**src/rmct_pkg.sv**
```systemverilog
// ----------------------------------------------------------------------------
// rmct_pkg
// Shared types and constants of the reference-counted MRU tag store.
// ----------------------------------------------------------------------------
package rmct_pkg;

  localparam int unsigned KEY_W   = 40;
  localparam int unsigned HDL_W   = 16;
  localparam int unsigned CNT_W   = 16;
  localparam int unsigned LIMIT_W = 5;
  localparam int unsigned KIND_W  = 3;

  localparam logic [LIMIT_W-1:0] LIMIT_RESET = 5'd8;
  localparam logic [CNT_W-1:0]   CNT_MAX     = 16'hFFFF;

  typedef enum logic [KIND_W-1:0] {
    K_HIT      = 3'd0,
    K_INSERTED = 3'd1,
    K_LOADFAIL = 3'd2,
    K_EVICTED  = 3'd3,
    K_RELEASED = 3'd4,
    K_NOTFOUND = 3'd5,
    K_FULL     = 3'd6
  } kind_e;

  typedef enum logic [1:0] {
    OP_NONE    = 2'd0,
    OP_MTF     = 2'd1,
    OP_INSERT  = 2'd2,
    OP_RELEASE = 2'd3
  } op_e;

  typedef enum logic [1:0] {
    S_IDLE  = 2'd0,
    S_LOOK  = 2'd1,
    S_EVICT = 2'd2
  } state_e;

  typedef struct packed {
    logic [KEY_W-1:0] key;
    logic [HDL_W-1:0] handle;
    logic [CNT_W-1:0] count;
  } entry_t;

  typedef struct packed {
    op_e              op;
    logic [KEY_W-1:0] key;
    logic [HDL_W-1:0] handle;
  } ctrl_t;

  typedef struct packed {
    logic key_found;
    logic hdl_found;
  } chain_t;

  typedef struct packed {
    logic [HDL_W-1:0] hit_hd;
    logic [CNT_W-1:0] hit_ct;
    logic [CNT_W-1:0] rel_ct;
    logic             tail_zero;
    logic [HDL_W-1:0] tail_hd;
  } report_t;

endpackage

```
**src/refcounted_mru_cache_tags.sv**
```systemverilog
// ----------------------------------------------------------------------------
// refcounted_mru_cache_tags
// Move-to-front tag store with use counts, built as a chain of entry cells.
// ----------------------------------------------------------------------------
// Commands arrive on the s_axis channel: tuser selects a lookup or a release,
// tdata carries the key, the handle and the load status. Each command gives
// one or more result transactions on m_axis; tlast marks the final one, and
// tuser gives the result kind. The limit register is written through
// cfg_we_i and cfg_wdata_i; the user must write it only while the block is
// idle, which the block itself does not enforce. A command is registered
// on acceptance and compared against all cells in the next cycle. A hit or a
// release places its single result in the output register from the compare
// state once that register is free. A miss then evicts tail entries, one tail
// cell per cycle while the output register is free, and then gives the final
// result; the number of evictions is at most MAX_ENTRIES.
// Reset empties the store and sets the limit to 8. When the receiver stalls,
// the pending result waits in the output register and the block holds its
// work until the register is free; a new command can be taken while the last
// result of the previous one still waits.
// ----------------------------------------------------------------------------
module refcounted_mru_cache_tags #(
  parameter int unsigned MAX_ENTRIES = 16
) (
  input  logic                         clk_i,
  input  logic                         rst_ni,
  input  logic                         cfg_we_i,
  input  logic [rmct_pkg::LIMIT_W-1:0] cfg_wdata_i,
  input  logic                         s_axis_tvalid,
  output logic                         s_axis_tready,
  // obj_num[23:0], obj_gen[39:24], font_handle[55:40], load_ok[56], zero fill
  input  logic [63:0]                  s_axis_tdata,
  // cmd[0]
  input  logic [0:0]                   s_axis_tuser,
  output logic                         m_axis_tvalid,
  input  logic                         m_axis_tready,
  // handle[15:0], use_count[31:16]
  output logic [31:0]                  m_axis_tdata,
  // kind[2:0]
  output logic [rmct_pkg::KIND_W-1:0]  m_axis_tuser,
  output logic                         m_axis_tlast
);
  import rmct_pkg::*;

  localparam int unsigned TW = $clog2(MAX_ENTRIES + 1);
  localparam int unsigned CW = (TW > LIMIT_W) ? TW : LIMIT_W;

  state_e state_q, state_d;
  logic [TW-1:0]      total_q, total_d;
  logic [LIMIT_W-1:0] limit_q;

  logic             cmd_q, ok_q;
  logic [KEY_W-1:0] key_q;
  logic [HDL_W-1:0] hdl_q;

  logic             out_valid_q, out_valid_d;
  logic [HDL_W-1:0] out_hd_q;
  logic [CNT_W-1:0] out_ct_q;
  kind_e            out_kind_q;
  logic             out_last_q;

  logic             emit, emit_last;
  kind_e            emit_kind;
  logic [HDL_W-1:0] emit_hd;
  logic [CNT_W-1:0] emit_ct;

  ctrl_t   ctrl;
  entry_t  front;
  entry_t  entry_w [MAX_ENTRIES];
  chain_t  chain_w [MAX_ENTRIES+1];
  report_t rep_w   [MAX_ENTRIES];
  report_t rep;

  logic             slot_free, in_acc, evict_cond, full;
  logic [CNT_W-1:0] hit_inc;

  assign chain_w[0] = '0;

  for (genvar g = 0; g < MAX_ENTRIES; g++) begin : g_cell
    entry_t prev;
    if (g == 0) begin : g_head
      assign prev = front;
    end else begin : g_body
      assign prev = entry_w[g-1];
    end
    rmct_cell #(
      .Idx    (g),
      .TotalW (TW)
    ) u_cell (
      .clk_i   (clk_i),
      .total_i (total_q),
      .ctrl_i  (ctrl),
      .prev_i  (prev),
      .chain_i (chain_w[g]),
      .chain_o (chain_w[g+1]),
      .entry_o (entry_w[g]),
      .rep_o   (rep_w[g])
    );
  end

  always_comb begin
    rep = '0;
    for (int i = 0; i < MAX_ENTRIES; i++) begin
      rep = report_t'(rep | rep_w[i]);
    end
  end

  assign slot_free  = !out_valid_q || m_axis_tready;
  assign s_axis_tready = (state_q == S_IDLE);
  assign in_acc     = s_axis_tvalid && s_axis_tready;
  assign hit_inc    = (rep.hit_ct == CNT_MAX) ? rep.hit_ct : rep.hit_ct + 1'b1;
  assign full       = total_q == TW'(MAX_ENTRIES);
  assign evict_cond = (total_q != '0) && (CW'(total_q) >= CW'(limit_q)) && rep.tail_zero;

  always_comb begin
    state_d = state_q;
    case (state_q)
      S_IDLE: begin
        if (in_acc) begin
          state_d = S_LOOK;
        end
      end
      S_LOOK: begin
        if (cmd_q || chain_w[MAX_ENTRIES].key_found) begin
          if (slot_free) begin
            state_d = S_IDLE;
          end
        end else begin
          state_d = S_EVICT;
        end
      end
      S_EVICT: begin
        if (slot_free && !evict_cond) begin
          state_d = S_IDLE;
        end
      end
      default: begin
        state_d = S_IDLE;
      end
    endcase
  end

  always_comb begin
    ctrl.op     = OP_NONE;
    ctrl.key    = key_q;
    ctrl.handle = hdl_q;
    front.key    = key_q;
    front.handle = hdl_q;
    front.count  = CNT_W'(1);
    emit      = 1'b0;
    emit_last = 1'b0;
    emit_kind = K_HIT;
    emit_hd   = '0;
    emit_ct   = '0;
    total_d   = total_q;
    case (state_q)
      S_LOOK: begin
        if (slot_free) begin
          if (cmd_q) begin
            emit      = 1'b1;
            emit_last = 1'b1;
            emit_hd   = hdl_q;
            if (chain_w[MAX_ENTRIES].hdl_found) begin
              ctrl.op   = OP_RELEASE;
              emit_kind = K_RELEASED;
              emit_ct   = rep.rel_ct;
            end else begin
              emit_kind = K_NOTFOUND;
            end
          end else if (chain_w[MAX_ENTRIES].key_found) begin
            ctrl.op      = OP_MTF;
            front.handle = rep.hit_hd;
            front.count  = hit_inc;
            emit         = 1'b1;
            emit_last    = 1'b1;
            emit_kind    = K_HIT;
            emit_hd      = rep.hit_hd;
            emit_ct      = hit_inc;
          end
        end
      end
      S_EVICT: begin
        if (slot_free) begin
          emit = 1'b1;
          if (evict_cond) begin
            emit_kind = K_EVICTED;
            emit_hd   = rep.tail_hd;
            total_d   = total_q - 1'b1;
          end else begin
            emit_last = 1'b1;
            if (!ok_q) begin
              emit_kind = K_LOADFAIL;
            end else if (full) begin
              emit_kind = K_FULL;
              emit_hd   = hdl_q;
            end else begin
              ctrl.op   = OP_INSERT;
              emit_kind = K_INSERTED;
              emit_hd   = hdl_q;
              emit_ct   = CNT_W'(1);
              total_d   = total_q + 1'b1;
            end
          end
        end
      end
      default: begin
        emit = 1'b0;
      end
    endcase
  end

  always_comb begin
    out_valid_d = out_valid_q;
    if (emit) begin
      out_valid_d = 1'b1;
    end else if (m_axis_tready) begin
      out_valid_d = 1'b0;
    end
  end

  always_ff @(posedge clk_i or negedge rst_ni) begin
    if (!rst_ni) begin
      state_q     <= S_IDLE;
      total_q     <= '0;
      limit_q     <= LIMIT_RESET;
      out_valid_q <= 1'b0;
    end else begin
      state_q     <= state_d;
      total_q     <= total_d;
      out_valid_q <= out_valid_d;
      if (cfg_we_i) begin
        limit_q <= cfg_wdata_i;
      end
    end
  end

  always_ff @(posedge clk_i) begin
    if (in_acc) begin
      cmd_q <= s_axis_tuser[0];
      key_q <= {s_axis_tdata[23:0], s_axis_tdata[39:24]};
      hdl_q <= s_axis_tdata[55:40];
      ok_q  <= s_axis_tdata[56];
    end
    if (emit) begin
      out_kind_q <= emit_kind;
      out_hd_q   <= emit_hd;
      out_ct_q   <= emit_ct;
      out_last_q <= emit_last;
    end
  end

  assign m_axis_tvalid = out_valid_q;
  assign m_axis_tdata  = {out_ct_q, out_hd_q};
  assign m_axis_tuser  = out_kind_q;
  assign m_axis_tlast  = out_last_q;

endmodule

```
**src/rmct_cell.sv**
```systemverilog
// ----------------------------------------------------------------------------
// rmct_cell
// One slot of the tag store chain: holds an entry, compares it against the
// broadcast key or handle and takes its neighbor's entry on a shift.
// ----------------------------------------------------------------------------
module rmct_cell #(
  parameter int unsigned Idx    = 0,
  parameter int unsigned TotalW = 5
) (
  input  logic                 clk_i,
  input  logic [TotalW-1:0]    total_i,
  input  rmct_pkg::ctrl_t      ctrl_i,
  input  rmct_pkg::entry_t     prev_i,
  input  rmct_pkg::chain_t     chain_i,
  output rmct_pkg::chain_t     chain_o,
  output rmct_pkg::entry_t     entry_o,
  output rmct_pkg::report_t    rep_o
);
  import rmct_pkg::*;

  entry_t entry_q, entry_d;
  logic   load;
  logic   valid, is_tail, in_shift;
  logic   key_match, hdl_match, key_first, hdl_first;
  logic [CNT_W-1:0] dec_ct;

  assign valid     = total_i > TotalW'(Idx);
  assign is_tail   = total_i == TotalW'(Idx + 1);
  assign in_shift  = TotalW'(Idx) <= total_i;
  assign key_match = valid && (entry_q.key == ctrl_i.key);
  assign hdl_match = valid && (entry_q.handle == ctrl_i.handle);
  assign key_first = key_match && !chain_i.key_found;
  assign hdl_first = hdl_match && !chain_i.hdl_found;
  assign dec_ct    = (entry_q.count == '0) ? '0 : entry_q.count - 1'b1;

  assign chain_o.key_found = chain_i.key_found | key_match;
  assign chain_o.hdl_found = chain_i.hdl_found | hdl_match;

  always_comb begin
    load    = 1'b0;
    entry_d = prev_i;
    case (ctrl_i.op)
      OP_MTF: begin
        load = !chain_i.key_found;
      end
      OP_INSERT: begin
        load = in_shift;
      end
      OP_RELEASE: begin
        load          = hdl_first;
        entry_d       = entry_q;
        entry_d.count = dec_ct;
      end
      default: begin
        load = 1'b0;
      end
    endcase
  end

  always_ff @(posedge clk_i) begin
    if (load) begin
      entry_q <= entry_d;
    end
  end

  assign entry_o          = entry_q;
  assign rep_o.hit_hd     = key_first ? entry_q.handle : '0;
  assign rep_o.hit_ct     = key_first ? entry_q.count : '0;
  assign rep_o.rel_ct     = hdl_first ? dec_ct : '0;
  assign rep_o.tail_zero  = is_tail && (entry_q.count == '0);
  assign rep_o.tail_hd    = is_tail ? entry_q.handle : '0;

endmodule

```
**config.mk**
```make
export PLATFORM = sky130hd
export DESIGN_NAME = refcounted_mru_cache_tags
export DESIGN_NICKNAME = d
export VERILOG_FILES = /design/src/rmct_pkg.sv /design/src/refcounted_mru_cache_tags.sv /design/src/rmct_cell.sv
export SDC_FILE = /design/constraint.sdc
export NUM_CORES = 2
export LEC_CHECK = 0
export BUFFER_PORTS_ARGS = -buffer_cell sky130_fd_sc_hd__buf_2
export CAP_MARGIN = 20
export CORE_UTILIZATION = 59
export CTS_CLUSTER_SIZE = 14
export DETAILED_ROUTE_END_ITERATION = 10
export GPL_TIMING_DRIVEN = 0
export PLACE_DENSITY = 0.78
export SLEW_MARGIN = 15
export SYNTH_ARGS = -nofsm -noshare
export SYNTH_HDL_FRONTEND = slang
export SYNTH_HIERARCHICAL = 1
export SYNTH_SLANG_ARGS = --single-unit
export TNS_END_PERCENT = 30
```
**constraint.sdc**
```tcl
create_clock -name clk_i -period 17.2 [get_ports clk_i]
set_input_delay 0 -clock clk_i [delete_from_list [all_inputs] [get_ports clk_i]]
set_output_delay 0 -clock clk_i [all_outputs]
set_load 0.05 [all_outputs]
```
# ---- Word-level counts from Yosys, hierarchy flattened
# Cells that the tools add are included.
dict set report classes {
  n_reduce_logical 154
  n_mux 168
  n_eq_ne 58
  n_bitwise 46
  n_lt_le_gt_ge 33
  add_sub_neg 19
}
# cell n
set ops {}
lappend ops {{$mux W16} 107}
lappend ops {{$or A65 B65 Y65} 15}
lappend ops {{$eq A40 B40 Y1} 16}
lappend ops {{$eq A16 B16 Y1} 16}
lappend ops {{$logic_not A16 Y1} 16}
lappend ops {{$sub A16 B1 Y16 const B} 16}
lappend ops {{$mux W32} 4}
lappend ops {{$logic_and A1 B1 Y1} 82}
lappend ops {{$pmux W16 S2} 2}
lappend ops {{$pmux W1 S3} 16}
lappend ops {{$eq A5 B4 Y1 const B} 8}
lappend ops {{$gt A5 B4 Y1 const B} 8}
lappend ops {{$le A4 B5 Y1 const A} 8}
lappend ops {{$logic_not A1 Y1} 32}
lappend ops {{$reduce_and A2 Y1} 16}
lappend ops {{$or A1 B1 Y1} 30}
lappend ops {{$mux W2} 11}
lappend ops {{$eq A5 B3 Y1 const B} 4}
lappend ops {{$gt A5 B3 Y1 const B} 4}
lappend ops {{$le A3 B5 Y1 const A} 4}
lappend ops {{$mux W3} 6}
lappend ops {{$add A16 B1 Y16 const B} 1}
lappend ops {{$eq A16 B16 Y1 const B} 1}
lappend ops {{$mux W5} 3}
lappend ops {{27 further kinds} 52}
dict set report totals {
  out_inout_bits 38
  wordCells 538
  ff_bits 1259
}

# ---- Logic depth before layout (Yosys ltp)
dict set report depth {
  word_depth 27
  depth_mapped 50
  depth_no_buf 31
}

# ---- Hierarchy
# Netlist, hierarchy kept.
# mod instances area_each_um2 cells_each
set modules_own_cells {}
lappend modules_own_cells {refcounted_mru_cache_tags 1 7443.4 821}
lappend modules_own_cells {{rmct_cell at g_cell[1].u_cell} 1 4082.7 329}
lappend modules_own_cells {{rmct_cell at g_cell[4].u_cell} 1 4061.4 330}
lappend modules_own_cells {{rmct_cell at g_cell[11].u_cell} 1 3996.3 322}
lappend modules_own_cells {{rmct_cell at g_cell[15].u_cell} 1 3972.6 338}
lappend modules_own_cells {{rmct_cell at g_cell[0].u_cell} 1 3961.3 329}
lappend modules_own_cells {{rmct_cell at g_cell[10].u_cell} 1 3935.0 336}
lappend modules_own_cells {{rmct_cell at g_cell[7].u_cell} 1 3880.0 337}
lappend modules_own_cells {{rmct_cell at g_cell[2].u_cell} 1 3871.2 329}
lappend modules_own_cells {{rmct_cell at g_cell[12].u_cell} 1 3868.7 330}
lappend modules_own_cells {{rmct_cell at g_cell[14].u_cell} 1 3867.5 329}
lappend modules_own_cells {{rmct_cell at g_cell[5].u_cell} 1 3863.7 329}
lappend modules_own_cells {{rmct_cell at g_cell[6].u_cell} 1 3862.5 329}
lappend modules_own_cells {{rmct_cell at g_cell[3].u_cell} 1 3861.2 329}
lappend modules_own_cells {{+3 rows} - - -}

# ---- Worst setup path before layout
# OpenSTA, ideal clock, no wires.
dict set report synth_path {
  kind {flip-flop to flip-flop}
  startpoint {register total_q[4]}
  endpoint {register g_cell[14].u_cell.entry_q, in the netlist g_cell[14].u_cell/entry_o[0] (enable)}
  required_ps 16808
  path_stages_with_launch 45
  period_less_slack_ps 14897
  n_path_buf 18
  setup_slack_ps 2303
  arrival_ps 14505
  cell_sequence {dfrtp_1 -> nor4_2 -> nor2b_1 -> nor4_1 -> nand3_1 -> buf_2 -> nand2_1 -> clkbuf_1 -> nand2b_1 -> buf_1 -> nand2b_1 -> buf_1 -> nand2b_1 -> clkbuf_1 -> or2b_1 -> clkbuf_1 -> nand2b_1 -> clkbuf_1 -> (+9 left out) -> o21bai_1 -> clkbuf_1 -> nand2b_1 -> clkbuf_1 -> nand2b_1 -> clkbuf_1 -> nand2b_1 -> clkbuf_1 -> nand2b_1 -> clkbuf_1 -> clkbuf_1 -> o21bai_1 -> nor2b_1 -> a21oi_1 -> nor2_1 -> nand2b_1 -> o21ai_0 -> o21bai_1}
}
# item line_no
set synth_rtl {}
lappend synth_rtl {{from (decl)} refcounted_mru_cache_tags.sv:48} ;# logic [TW-1:0] total_q, total_d;
lappend synth_rtl {{from (signal assigned)} refcounted_mru_cache_tags.sv:228} ;# total_q <= total_d;
lappend synth_rtl {{to (signal assigned)} rmct_cell.sv:62} ;# entry_q <= entry_d;
lappend synth_rtl {{to (decl)} rmct_cell.sv:21} ;# entry_t entry_q, entry_d;

==> summary.txt <==
Routing
  – Routed WL per cell: 34.5 um
  – DR vias: 58000
  – Drt drc: 0
  – Antenna violation net count after detailed routing: 0
  – Routed WL: 286000 um
  – DRT Pass-1 Iters: 10
  – Initial drt markers: 10500
  – Vias per cell: 7.01

Logic synthesis
  – Synth unique cells: 84
  – Cell taking the most area after synthesis: edfxtp_1
  – Syn Inst Count: 6105
  – Synth async-reset ratio: 1.03%
  – Post-synth top area share: 53.4%
  – Mapped cell area: 70100 um2
  – Top FF cell, synth: edfxtp_1
  – Syn_area_per_cell: 11.5 um2
  – Yosys Warn Count: 6
  – Synth top area cells: edfxtp_1 53%, xnor2_1 11%, nor3b_1 3.9%, nand2_1 3.4%, xor2_1 3.3%
  – Post-synthesis sequential area ratio: 53.9%
  – Seq cells post-synth: 1259
  – Number of synthesized flops with an enable pin: 1246

Timing
  – Final hold vios: 0
  – Fin crit share: 99.2%
  – Pins Over Slew Limit: 0
  – Rel. slew slack: 6.44%
  – Setup ws final: 130 ps
  – RSZ-0062 raised after global routing: no
  – Peak Freq: 58.6 MHz
  – Tmin final: 17070 ps
  – Layout Skew: 90.4 ps
  – Worst Max-Slew Pin Slew: 1390 ps
  – Final setup fails: 0
  – Setup TNS: 0 ps

Clock tree
  – Clock buffer depth: 3
  – Worst-Skew Late Latency: 820 ps
  – CTS sink count: 1259
  – Clock slew at reported path FFs: 60 ps
  – H-Tree Depth: 4
  – Num CTS Buffers: 134
  – Clock root cell: clkbuf_16
  – CTS tree: built
  – Post-CTS Setup Repair Bufs: 0

Floorplan
  – Die Y: 347 um
  – Rows: 126
  – Die area: 120000 um2
  – Core Region: 118000 um2
  – Initial cell density of the core: 59.4%
  – Die Wd: 347 um
  – Top-level port count: 113

Worst setup path
  – CP max stage cell: dfrtp_2
  – Worst path buffer plus inverter count: 21
  – Arrival time at the worst endpoint: 17550 ps
  – Critical path class: reg2reg
  – Crit path launch type: flop
  – Critical path required time: 17680 ps
  – Crit path max-delay family: buffers and inverters
  – CP max stage delay: 1010 ps
  – Worst Setup End Kind: flop
  – Most used cell, CP: clkbuf_1
  – Max FO, Critical Path: 37

Power and ir drop
  – Sw Ratio: 36.0%
  – Flop pwr share: 47.8%
  – Clock network power share: 27.5%
  – Net Sw Power: 3800 uW
  – Peak supply drop: 0.161 mV
  – Pwr dens: 130 nW/um2
  – Pleak: 0.0264 uW
  – Design internal power: 6740 uW
  – Comb power frac: 24.7%
  – Overall power: 10500 uW

Final layout
  – Commonest non-fill, non-tap cell in the layout: edfxtp_1
  – Multi-input logic area: 31500 um2
  – Final cell count without fillers: 8273
  – Reg area: 37700 um2
  – Share of cells above drive strength 1: 12.3%
  – Final nets: 6742
  – Layout area overhead: 15.6%
  – Filler cells: 8383
  – Most frequent cells in the layout: 1246 x edfxtp_1, 857 x xnor2_1, 641 x nand2_1, 368 x nor3b_1, 294 x nor4_1

GRT
  – Total GRT Usage: 46.2%
  – Antenna violations before repair: 11
  – Vias in the first global route: 54000
  – GRT overflow: 0
  – Largest net degree at the start of global routing: 58
  – First-pass GRT wire length: 396000 um

Placed design
  – Placed cells: 7877
  – Pre-CTS WS: 1430 ps
  – Post-DP HPWL: 211000 um
  – GPL Wtd Cong: 1.10
  – IO buf count: 104

Flow run
  – Max Cap Viol: 0

Worst hold path
  – HP Class: in2reg

Status
  – Status: finished clean
[metrics by stage]
step / hold slack, ps / utilization [%] / instance area [um2]
after global placement: -52.0 / 61.5 / 72500
final: 41.4 / 68.7 / 81000
after detailed placement: -51.2 / 63.8 / 75200
after global routing: 21.6 / 68.7 / 81000
after CTS: 2.11 / 68.5 / 80800
after floorplan: -296 / - / 70100
[worst paths after layout]
check | start | endpoint | slack (ps) | cells past startpoint
worst max-delay path | total_q[1]$_DFFE_PN0P_ | g_cell[0].u_cell/entry_o[0]$_DFFE_PP_ | 130 | 46
worst min-delay path | s_axis_tdata[56] | ok_q$_DFFE_PP_ | 40 | 2
worst max register to register | total_q[1]$_DFFE_PN0P_ | g_cell[0].u_cell/entry_o[0]$_DFFE_PP_ | 130 | 46
worst min register to register | g_cell[11].u_cell/entry_o[55]$_DFFE_PP_ | g_cell[12].u_cell/entry_o[55]$_DFFE_PP_ | 440 | 0
max in group asynchronous | rst_ni | total_q[3]$_DFFE_PN0P_ | 16120 | 3
min in group asynchronous | rst_ni | total_q[1]$_DFFE_PN0P_ | 470 | 3
[layer usage]
layer / GRT usage (%) / wire length (um) / up-vias
met5: 0 / 164 / -
met4: 22.9 / 17400 / 12
met3: 15.7 / 44900 / 921
met2: 64.1 / 116000 / 5383
met1: 64.7 / 108000 / 28100
li1: - / - / 23600
[Yosys cell counts (18+ instances only)]
| cell | number |
|---|---|
| a21oi_1 | 64 |
| and2_1 | 241 |
| and3_1 | 41 |
| buf_6 | 22 |
| clkbuf_1 | 198 |
| edfxtp_1 | 1246 |
| ha_1 | 44 |
| inv_1 | 59 |
| nand2_1 | 644 |
| nand2_2 | 26 |
| nand2b_1 | 49 |
| nand3_1 | 81 |
| nand3b_1 | 39 |
| nand4_1 | 240 |
| nand4b_1 | 24 |
| nor2_1 | 274 |
| nor2_2 | 20 |
| nor3_1 | 222 |
| nor3b_1 | 368 |
| nor3b_2 | 85 |
| nor4_1 | 352 |
| nor4_2 | 19 |
| nor4_4 | 37 |
| nor4b_1 | 62 |
| o21ai_0 | 120 |
| o21ai_1 | 130 |
| o31ai_1 | 55 |
| or4_4 | 18 |
| xnor2_1 | 857 |
| xor2_1 | 261 |
[sequential cells by signal, indices dropped and copies added (netlist names)]
name                   cells
cmd_q                      1
m_axis_tlast               1
ok_q                       1
out_hd_q                  16
key_q                     40
limit_q                    5
hdl_q                     16
m_axis_tvalid              1
out_ct_q                  16
g_cell.u_cell/entry_o   1152
state_q                    2
total_q                    5
m_axis_tuser               3
[power by group through the flow]
stage | clock network (uW) | registers [uW] | logic, uW
CTS | 2860 | 4990 | 2450
floorplan | 0 | 4900 | 1350
global route | 3000 | 5060 | 2680
detailed placement | 0 | 5040 | 2390
global placement | 0 | 5300 | 1920
finish | 2900 | 5040 | 2600
[layout make-up]
class                      count  area share, %
sequential                  1259           46.6
multi-input combinational   4537           38.9
timing repair buffer         379           4.99
clock buffer                 160           4.30
tap                         1536           2.37
buffer                       251           1.54
clock inverter                81          0.998
inverter                      60          0.281
antenna                       10         0.0309
[cells by family after synthesis]
group / Yosys count / synth area share, %
AO/OA/AOI/OAI: 463 / 3.97
XOR/XNOR: 1118 / 14.0
adder cells (fa/ha/maj): 45 / 0.814
buffers and inverters: 311 / 2.10
flip-flops: 1259 / 53.9
multiplexers: 7 / 0.105
other: 1 / 0.00535
AND/OR/NAND/NOR: 2901 / 25.2
[what timing repair did]
item,4_1_cts,5_1_grt
setup endpoints to repair,0,0
hold buffers,131,0
endpoints found under the hold margin,84,0
gates resized for setup,0,0
(Power assumes the default switching activity.)
